==> src/hw/rtl/qbz_pkg.sv <==
// ----------------------------------------------------------------------------
// qbz_pkg: shared types, constants and functions
// Sizes, the curve record layout and the Bernstein weight table used by the
// quadratic Bezier point generator.
// ----------------------------------------------------------------------------
package qbz_pkg;

   // Number of segments per curve; each curve yields SEGMENTS+1 points.
   localparam int SEGMENTS = 10;
   localparam int STEP_W   = $clog2(SEGMENTS + 1);

   // Common denominator of the three weights and the width that holds it.
   localparam int DEN      = SEGMENTS * SEGMENTS;
   localparam int WGT_W    = $clog2(DEN + 1);

   // Coordinate and datapath widths.
   localparam int COORD_W  = 16;
   localparam int PROD_W   = COORD_W + WGT_W + 1;
   localparam int MAG_W    = COORD_W - 1 + WGT_W;
   localparam int EST_W    = 2 * MAG_W;

   // Reciprocal of DEN scaled by 2^MAG_W; the quotient estimate is at most
   // one below the true quotient for any numerator below 2^MAG_W.
   localparam longint RECIP = (longint'(1) << MAG_W) / DEN;

   // Curve queue between the front and back ends.
   localparam int QUEUE_DEPTH = 2;
   localparam int QPTR_W      = (QUEUE_DEPTH > 1) ? $clog2(QUEUE_DEPTH) : 1;
   localparam int QCNT_W      = $clog2(QUEUE_DEPTH + 1);

   // Register levels in the point evaluation pipeline, output included.
   localparam int PIPE_STAGES = 5;

   // Stream data widths.
   localparam int REQ_DATA_W = 6 * COORD_W;
   localparam int RSP_DATA_W = 2 * COORD_W;

   typedef logic signed [COORD_W-1:0] coord_type;

   // One curve; start_x sits in the lowest bits.
   typedef struct packed {
      coord_type end_y;
      coord_type end_x;
      coord_type ctrl_y;
      coord_type ctrl_x;
      coord_type start_y;
      coord_type start_x;
   } curve_type;

   // Bernstein weights of one step, scaled by DEN.
   typedef struct packed {
      logic [WGT_W-1:0] w_start;
      logic [WGT_W-1:0] w_ctrl;
      logic [WGT_W-1:0] w_end;
   } weights_type;

   // Head of the curve queue as seen by the back end.
   typedef struct packed {
      logic      valid;
      curve_type curve;
   } queue_link_type;

   // Weights for step i with u = SEGMENTS - i: u*u, 2*u*i and i*i.
   function automatic weights_type weights_for(input logic [STEP_W-1:0] step);
      logic [WGT_W-1:0] iw;
      logic [WGT_W-1:0] uw;
      weights_type      w;
      iw        = WGT_W'(step);
      uw        = WGT_W'(SEGMENTS) - iw;
      w.w_start = uw * uw;
      w.w_ctrl  = WGT_W'(2) * uw * iw;
      w.w_end   = iw * iw;
      return w;
   endfunction

endpackage

==> src/hw/rtl/quadratic_bezier_point_generator.sv <==
// ----------------------------------------------------------------------------
// quadratic_bezier_point_generator: quadratic Bezier curve point stream
// Each request word is one curve; the block answers with SEGMENTS+1 points
// along it, start point first and the end point marked by tlast.
// ----------------------------------------------------------------------------
// Each accepted curve produces 11 response words (SEGMENTS+1), one per cycle
// while the response side is ready; the single point evaluation pipeline
// handles one step of one curve per cycle. The first point of a curve is
// registered in turn in the product, magnitude, estimate, back-multiply and
// result levels once the curve is at the head of the intake queue. The queue
// holds two curves, so a new curve is taken while the previous one is still
// being emitted. Coordinates are exact: (s*u*u + 2*c*u*i + e*i*i)/SEGMENTS^2
// with u = SEGMENTS - i, truncated toward zero.
module quadratic_bezier_point_generator (
   input  logic                               clock,
   input  logic                               reset,
   input  logic                               req_tvalid,
   output logic                               req_tready,
   // start_x, start_y, ctrl_x, ctrl_y, end_x, end_y (16 bits each, signed)
   input  logic [qbz_pkg::REQ_DATA_W-1:0]     req_tdata,
   output logic                               rsp_tvalid,
   input  logic                               rsp_tready,
   // point_x, point_y (16 bits each, signed)
   output logic [qbz_pkg::RSP_DATA_W-1:0]     rsp_tdata,
   output logic                               rsp_tlast
);

   qbz_pkg::queue_link_type head;
   logic                    pop;

   // Intake queue.
   qbz_front u_front (
      .clock      (clock),
      .reset      (reset),
      .req_tvalid (req_tvalid),
      .req_tready (req_tready),
      .req_tdata  (req_tdata),
      .pop        (pop),
      .head       (head)
   );

   // Point sequencer and evaluation pipeline.
   qbz_back u_back (
      .clock      (clock),
      .reset      (reset),
      .head       (head),
      .pop        (pop),
      .rsp_tvalid (rsp_tvalid),
      .rsp_tready (rsp_tready),
      .rsp_tdata  (rsp_tdata),
      .rsp_tlast  (rsp_tlast)
   );

   // A curve leaves the queue only while one is present.
   a_pop_needs_head: assert property (@(posedge clock) disable iff (reset)
      pop |-> head.valid)
      else $error("curve queue popped while empty");

   // The queue can run empty only through a pop.
   a_empty_after_pop: assert property (@(posedge clock) disable iff (reset)
      $fell(head.valid) |-> $past(pop))
      else $error("curve queue head lost without a pop");

   // A full queue always presents a curve to the back end.
   a_full_has_head: assert property (@(posedge clock) disable iff (reset)
      !req_tready |-> head.valid)
      else $error("queue refuses requests while holding no curve");

endmodule

==> src/hw/rtl/qbz_front.sv <==
// ----------------------------------------------------------------------------
// qbz_front: curve intake queue
// Accepts curve words from the request stream and holds them in a short
// queue until the back end has issued the last step of the curve at its head.
// ----------------------------------------------------------------------------
module qbz_front (
   input  logic                               clock,
   input  logic                               reset,
   input  logic                               req_tvalid,
   output logic                               req_tready,
   input  logic [qbz_pkg::REQ_DATA_W-1:0]     req_tdata,
   input  logic                               pop,
   output qbz_pkg::queue_link_type            head
);

   qbz_pkg::curve_type              entry_ff [qbz_pkg::QUEUE_DEPTH];
   logic [qbz_pkg::QPTR_W-1:0]      wr_ptr_ff, wr_ptr_in;
   logic [qbz_pkg::QPTR_W-1:0]      rd_ptr_ff, rd_ptr_in;
   logic [qbz_pkg::QCNT_W-1:0]      count_ff, count_in;
   logic                            push;

   // Room is left as long as the queue is not full.
   assign req_tready = (count_ff != qbz_pkg::QCNT_W'(qbz_pkg::QUEUE_DEPTH));
   assign push       = req_tvalid && req_tready;

   // The head entry is what the back end works on.
   assign head.valid = (count_ff != '0);
   assign head.curve = entry_ff[rd_ptr_ff];

   // Pointer and fill count updates.
   always_comb begin
      wr_ptr_in = wr_ptr_ff;
      rd_ptr_in = rd_ptr_ff;
      count_in  = count_ff;
      if (push) begin
         wr_ptr_in = (wr_ptr_ff == qbz_pkg::QPTR_W'(qbz_pkg::QUEUE_DEPTH - 1)) ?
                     '0 : wr_ptr_ff + 1'b1;
      end
      if (pop) begin
         rd_ptr_in = (rd_ptr_ff == qbz_pkg::QPTR_W'(qbz_pkg::QUEUE_DEPTH - 1)) ?
                     '0 : rd_ptr_ff + 1'b1;
      end
      if (push && !pop) begin
         count_in = count_ff + 1'b1;
      end else if (pop && !push) begin
         count_in = count_ff - 1'b1;
      end
   end

   always_ff @(posedge clock) begin
      if (reset) begin
         wr_ptr_ff <= '0;
         rd_ptr_ff <= '0;
         count_ff  <= '0;
      end else begin
         wr_ptr_ff <= wr_ptr_in;
         rd_ptr_ff <= rd_ptr_in;
         count_ff  <= count_in;
      end
   end

   // Queue storage; the request word unpacks straight into a curve record.
   always_ff @(posedge clock) begin
      if (push) begin
         entry_ff[wr_ptr_ff] <= qbz_pkg::curve_type'(req_tdata);
      end
   end

endmodule

==> src/hw/rtl/qbz_coord.sv <==
// ----------------------------------------------------------------------------
// qbz_coord: one coordinate of a curve point
// Five-level pipeline: weighted products, sum and magnitude, reciprocal
// multiply, quotient back-multiply, and correction with sign restore. It
// divides by SEGMENTS^2 with truncation toward zero.
// ----------------------------------------------------------------------------
module qbz_coord (
   input  logic                     clock,
   input  logic                     advance,
   input  qbz_pkg::coord_type       s_coord,
   input  qbz_pkg::coord_type       c_coord,
   input  qbz_pkg::coord_type       e_coord,
   input  qbz_pkg::weights_type     weights,
   output qbz_pkg::coord_type       point
);

   // Level A: the three weighted products.
   logic signed [qbz_pkg::PROD_W-1:0] prod_s_ff, prod_s_in;
   logic signed [qbz_pkg::PROD_W-1:0] prod_c_ff, prod_c_in;
   logic signed [qbz_pkg::PROD_W-1:0] prod_e_ff, prod_e_in;
   // Level B: magnitude and sign of the numerator.
   logic signed [qbz_pkg::PROD_W-1:0] sum;
   logic [qbz_pkg::PROD_W-1:0]        abs_val;
   logic [qbz_pkg::MAG_W-1:0]         mag_b_ff, mag_b_in;
   logic                              neg_b_ff, neg_b_in;
   // Level C: quotient estimate.
   logic [qbz_pkg::EST_W-1:0]         recip_prod;
   logic [qbz_pkg::COORD_W-1:0]       q_est_c_ff, q_est_c_in;
   logic [qbz_pkg::MAG_W-1:0]         mag_c_ff;
   logic                              neg_c_ff;
   // Level D: estimate times the denominator.
   logic [qbz_pkg::MAG_W-1:0]         qd_d_ff, qd_d_in;
   logic [qbz_pkg::COORD_W-1:0]       q_est_d_ff;
   logic [qbz_pkg::MAG_W-1:0]         mag_d_ff;
   logic                              neg_d_ff;
   // Level E: corrected, signed result.
   logic [qbz_pkg::MAG_W-1:0]         rem;
   logic [qbz_pkg::COORD_W-1:0]       q_fix;
   qbz_pkg::coord_type                point_ff, point_in;

   // Products of each coordinate with its unsigned weight.
   always_comb begin
      prod_s_in = qbz_pkg::PROD_W'(s_coord) *
                  qbz_pkg::PROD_W'($signed({1'b0, weights.w_start}));
      prod_c_in = qbz_pkg::PROD_W'(c_coord) *
                  qbz_pkg::PROD_W'($signed({1'b0, weights.w_ctrl}));
      prod_e_in = qbz_pkg::PROD_W'(e_coord) *
                  qbz_pkg::PROD_W'($signed({1'b0, weights.w_end}));
   end

   // The sum is a convex combination scaled by DEN, so it never overflows.
   always_comb begin
      sum      = prod_s_ff + prod_c_ff + prod_e_ff;
      neg_b_in = sum[qbz_pkg::PROD_W-1];
      abs_val  = neg_b_in ? qbz_pkg::PROD_W'(-sum) : qbz_pkg::PROD_W'(sum);
      mag_b_in = abs_val[qbz_pkg::MAG_W-1:0];
   end

   // Multiply by the scaled reciprocal; the estimate is low by at most one.
   always_comb begin
      recip_prod = qbz_pkg::EST_W'(mag_b_ff) * qbz_pkg::EST_W'(qbz_pkg::RECIP);
      q_est_c_in = recip_prod[qbz_pkg::MAG_W +: qbz_pkg::COORD_W];
   end

   assign qd_d_in = qbz_pkg::MAG_W'(qbz_pkg::MAG_W'(q_est_c_ff) *
                                    qbz_pkg::MAG_W'(qbz_pkg::DEN));

   // One compare corrects the estimate; then the sign goes back on.
   always_comb begin
      rem      = mag_d_ff - qd_d_ff;
      q_fix    = q_est_d_ff + qbz_pkg::COORD_W'(rem >= qbz_pkg::MAG_W'(qbz_pkg::DEN));
      point_in = neg_d_ff ? $signed(-q_fix) : $signed(q_fix);
   end

   // All levels move together when the pipeline advances.
   always_ff @(posedge clock) begin
      if (advance) begin
         prod_s_ff  <= prod_s_in;
         prod_c_ff  <= prod_c_in;
         prod_e_ff  <= prod_e_in;
         mag_b_ff   <= mag_b_in;
         neg_b_ff   <= neg_b_in;
         q_est_c_ff <= q_est_c_in;
         mag_c_ff   <= mag_b_ff;
         neg_c_ff   <= neg_b_ff;
         qd_d_ff    <= qd_d_in;
         q_est_d_ff <= q_est_c_ff;
         mag_d_ff   <= mag_c_ff;
         neg_d_ff   <= neg_c_ff;
         point_ff   <= point_in;
      end
   end

   assign point = point_ff;

endmodule

==> src/hw/rtl/qbz_back.sv <==
// ----------------------------------------------------------------------------
// qbz_back: point sequencer and evaluation pipeline
// Steps through the head curve, one step per cycle while the pipeline moves,
// and feeds the x and y pipelines; their last level is the response register.
// ----------------------------------------------------------------------------
module qbz_back (
   input  logic                               clock,
   input  logic                               reset,
   input  qbz_pkg::queue_link_type            head,
   output logic                               pop,
   output logic                               rsp_tvalid,
   input  logic                               rsp_tready,
   output logic [qbz_pkg::RSP_DATA_W-1:0]     rsp_tdata,
   output logic                               rsp_tlast
);

   logic [qbz_pkg::STEP_W-1:0]     step_ff, step_in;
   logic [qbz_pkg::PIPE_STAGES-1:0] valid_ff, valid_in;
   logic [qbz_pkg::PIPE_STAGES-1:0] last_ff, last_in;
   logic                           advance;
   logic                           issue;
   logic                           step_last;
   qbz_pkg::weights_type           weights;
   qbz_pkg::coord_type             point_x;
   qbz_pkg::coord_type             point_y;

   // The whole pipeline moves unless a finished point waits at the output.
   assign advance   = !valid_ff[qbz_pkg::PIPE_STAGES-1] || rsp_tready;
   assign issue     = advance && head.valid;
   assign step_last = (step_ff == qbz_pkg::STEP_W'(qbz_pkg::SEGMENTS));
   assign pop       = issue && step_last;
   assign weights   = qbz_pkg::weights_for(step_ff);

   // Step counter wraps after the end point of each curve.
   always_comb begin
      step_in = step_ff;
      if (issue) begin
         step_in = step_last ? '0 : step_ff + 1'b1;
      end
   end

   // Valid and last flags travel alongside the coordinate pipelines.
   always_comb begin
      valid_in = {valid_ff[qbz_pkg::PIPE_STAGES-2:0], issue};
      last_in  = {last_ff[qbz_pkg::PIPE_STAGES-2:0], step_last};
   end

   always_ff @(posedge clock) begin
      if (reset) begin
         step_ff  <= '0;
         valid_ff <= '0;
      end else begin
         step_ff <= step_in;
         if (advance) begin
            valid_ff <= valid_in;
         end
      end
   end

   always_ff @(posedge clock) begin
      if (advance) begin
         last_ff <= last_in;
      end
   end

   // X coordinate pipeline.
   qbz_coord u_coord_x (
      .clock   (clock),
      .advance (advance),
      .s_coord (head.curve.start_x),
      .c_coord (head.curve.ctrl_x),
      .e_coord (head.curve.end_x),
      .weights (weights),
      .point   (point_x)
   );

   // Y coordinate pipeline.
   qbz_coord u_coord_y (
      .clock   (clock),
      .advance (advance),
      .s_coord (head.curve.start_y),
      .c_coord (head.curve.ctrl_y),
      .e_coord (head.curve.end_y),
      .weights (weights),
      .point   (point_y)
   );

   assign rsp_tvalid = valid_ff[qbz_pkg::PIPE_STAGES-1];
   assign rsp_tlast  = last_ff[qbz_pkg::PIPE_STAGES-1];
   assign rsp_tdata  = {point_y, point_x};

endmodule

==> config.mk <==
export PLATFORM = sky130hd
export DESIGN_NAME = quadratic_bezier_point_generator
export DESIGN_NICKNAME = d
export VERILOG_FILES = /design/src/hw/rtl/qbz_pkg.sv /design/src/hw/rtl/quadratic_bezier_point_generator.sv /design/src/hw/rtl/qbz_front.sv /design/src/hw/rtl/qbz_coord.sv /design/src/hw/rtl/qbz_back.sv
export SDC_FILE = /design/constraint.sdc
export NUM_CORES = 2
export LEC_CHECK = 0
export BUFFER_PORTS_ARGS = -buffer_cell sky130_fd_sc_hd__buf_4
export CAP_MARGIN = 0
export CORE_ASPECT_RATIO = 1.75
export CORE_MARGIN = 2
export CORE_UTILIZATION = 50
export DETAILED_ROUTE_END_ITERATION = 7
export PLACE_DENSITY_LB_ADDON = 0.3
export SYNTH_ARGS = -nofsm -noshare
export SYNTH_HDL_FRONTEND = slang
export SYNTH_SLANG_ARGS = --single-unit
==> constraint.sdc <==
create_clock -name clock -period 16.65 [get_ports clock]
set_input_delay 2.4975 -clock clock [delete_from_list [all_inputs] [get_ports clock]]
set_output_delay 2.4975 -clock clock [all_outputs]
set_load 0.005 [all_outputs]
==> impl_metrics.json <==
{
  "status": "complete, no violations",
  "synthAdderAreaFrac_pct": 41.7,
  "drtIter0Drc": 1634,
  "die_w_um": 276,
  "numCtsBuffers": 59,
  "grt_pass1_wl_um": 220000,
  "area_delta_synth_final_pct": 7.87,
  "setup_tns_ps": 0,
  "ioPinCount": 135,
  "clock_latency_ps": 680,
  "critPathMaxFanout": 35,
  "synth_compound_area_share_pct": 6.18,
  "hold_path_class": "reg -> reg",
  "drv_cap": 0,
  "routed_wl_um": 133000,
  "yosys_warnings": 0,
  "synth_flop_cell": "edfxtp_1",
  "required_ps": 17050,
  "cts_sinks": 613,
  "ys_types": 82,
  "crit_type": "reg -> reg",
  "use_met1_pct": 22.6,
  "hold_viol": 0,
  "grt_use_met3_pct": 1.63,
  "fin_cells": 7896,
  "skew_ps": 37.8,
  "wl_per_cell_um": 16.9,
  "cpMaxStageDelayCell": "o21ai_0",
  "seq_area_frac_synth_pct": 28.3,
  "start_util_pct": 50.4,
  "core_area_mm2": 0.128,
  "drt-vias-per-instance": 5.22,
  "cts_tree": "done",
  "drive_gt1_share_pct": 5.64,
  "final_cell_mix": "inv_1 (1,304), ha_1 (913), fa_1 (773), edfxtp_1 (599), nor2_1 (539)",
  "gp_congestion": 0.919,
  "nNetsFinal": 7964,
  "cts.path.max_buffers": 3,
  "dieArea_mm2": 0.132,
  "cp_common_cell": "ha_1",
  "cpPeakStageDelay_ps": 620,
  "synth_cells": 6008,
  "overflow": 0,
  "root_buffer": "clkbuf_16",
  "row_count": 174,
  "slew_headroom_pct": 25.2,
  "die_h_um": 479,
  "dp_cells": 7789,
  "rsz0062_at_grt": "false",
  "tightest_slew_ps": 1090,
  "yosysTopAreaCell": "edfxtp_1",
  "worstSetupEndpointType": "register",
  "ys_async_sr_fraction_pct": 0,
  "synth_area_per_cell_um2": 10.7,
  "post-route-period-util_pct": 52.2,
  "place_area_mm2": 0.0678,
  "synth_top_family_by_area": "adder cells",
  "num_vias": 41200,
  "ctsHoldBuffers": 0,
  "clk_pin_slew_ps": 60,
  "synthMuxAreaShare_pct": 2.05,
  "ys_seq_elements": 613,
  "synth-xor-area-share_pct": 5.06,
  "max_freq_ghz": 0.115,
  "dp_hpwl_um": 111000,
  "ctsResizeCount": 0,
  "final_common_cell": "inv_1",
  "stdcell_area_mm2": 0.0696,
  "final_antenna_net_count": 0,
  "antenna_found_initial": 1,
  "grtUsageMet2_pct": 41.3,
  "grt.busiest_layer": "met2",
  "cp.arrival_ps": 9100,
  "synth.area.top_cells": "edfxtp_1 (28%), fa_1 (24%), ha_1 (18%), inv_1 (7.6%), xnor2_1 (3.5%)",
  "synth-edff-count": 599,
  "post-route-drc-count": 0,
  "io_buffers": 134,
  "synth_top_area_share_pct": 27.9,
  "drtPass1Iterations": 5,
  "post-cts-setup-buffer-count": 0,
  "fin_crit_ps": 8690,
  "grt.total_usage_pct": 21.1,
  "setup_viol": 0,
  "startpoint_type": "register",
  "grt_pass1_vias": 45100,
  "syn_area_mm2": 0.0646,
  "synth_simple_gate_area_share_pct": 8.64,
  "grt_max_degree": 203,
  "cts_max_level": 2,
  "maxSlewViolCount": 0
}
-- worst paths after layout --
check / start / endpoint / slack, ps / cells after the start
worst min register to register: u_back.u_coord_y.mag_c_ff[3] / u_back.u_coord_y.mag_d_ff[3] / 410 / 0
worst min-delay path: u_back.u_coord_y.mag_c_ff[3] / u_back.u_coord_y.mag_d_ff[3] / 410 / 0
worst max-delay path: u_back.step_ff[0] / u_back.u_coord_y.prod_s_ff[22] / 7960 / 32
worst max register to register: u_back.step_ff[0] / u_back.u_coord_y.prod_s_ff[22] / 7960 / 32
-- per-stage QoR --
step	utilization (%)	worst slack, ps	hold slack, ps
6_report	54.3	7960	412
5_1_grt	54.3	7370	425
4_1_cts	54.3	7940	415
3_5_place_dp	52.9	7920	405
3_3_place_gp	52.9	8120	402
2_1_floorplan	-	2790	400
-- cell usage after synthesis (18+ instances only) --
master / instances
inv_1: 1305
nor2b_1: 126
nand3_1: 53
nand4_1: 28
edfxtp_1: 599
a21o_1: 56
nand2b_1: 57
nor2_1: 540
ha_1: 913
and3_1: 23
and2_1: 19
o211ai_1: 18
fa_1: 773
xnor2_1: 261
o21a_1: 50
a21oi_1: 173
nand2_1: 200
a211oi_1: 19
or2_2: 32
o21bai_1: 26
nor3_1: 78
mux2i_1: 103
or3_1: 19
a31oi_1: 19
clkbuf_1: 73
mux2_2: 26
o21ai_0: 116
xor2_1: 110
-- kinds of logic (layout without fill, tap and decap cells) --
family                   count (synthesis)  count (layout)
AO/OA/AOI/OAI                          607             607
buffers and inverters                 1393            1574
flip-flops                             613             613
multiplexers                           129             129
adder cells (fa/ha/maj)               1686            1686
AND/OR/NAND/NOR                       1206            1206
XOR/XNOR                               372             372
other                                    2              37
-- registers in the layout (all words and copies together), names as in the netlist, 22 cells and up, named ones only --
register,cells
u_front.entry_ff,192
u_back.u_coord_x.prod_s_ff,24
u_back.u_coord_y.prod_e_ff,24
u_back.u_coord_x.prod_e_ff,24
u_back.u_coord_y.mag_b_ff,22
u_back.u_coord_y.prod_s_ff,24
u_back.u_coord_x.prod_c_ff,23
u_back.u_coord_x.mag_b_ff,22
u_back.u_coord_y.prod_c_ff,23
-- worst max-delay path: cells and delay by family, from the launching register on --
kind                     cells  cell delay (ps)
adder cells (fa/ha/maj)     10             3700
AO/OA/AOI/OAI               11             2700
buffers and inverters        5             1040
AND/OR/NAND/NOR              4              440
flip-flops                   1              290
XOR/XNOR                     2              240
-- cell type report --
cell class              instances  area, um^2
inverters                    1306        4910
fillers                     11000       58600
well taps                    1672        2090
multi-input cells            4036       41300
repair buffers                162        1230
diodes                          1        2.50
clock inverters                38         342
clock buffers                  68        1530
flip-flops and latches        613       18300
-- layer usage --
| metal | vias to the layer above | routed length, um |
|---|---|---|
| li1 | 19800 | - |
| met2 | 658 | 74400 |
| met5 | - | 0 |
| met1 | 20400 | 49700 |
| met3 | 283 | 3110 |
| met4 | 0 | 6280 |
Power is left out: the tool's default activity adds up to more than one toggle a clock period on the data nets, which glitch-free logic cannot reach.
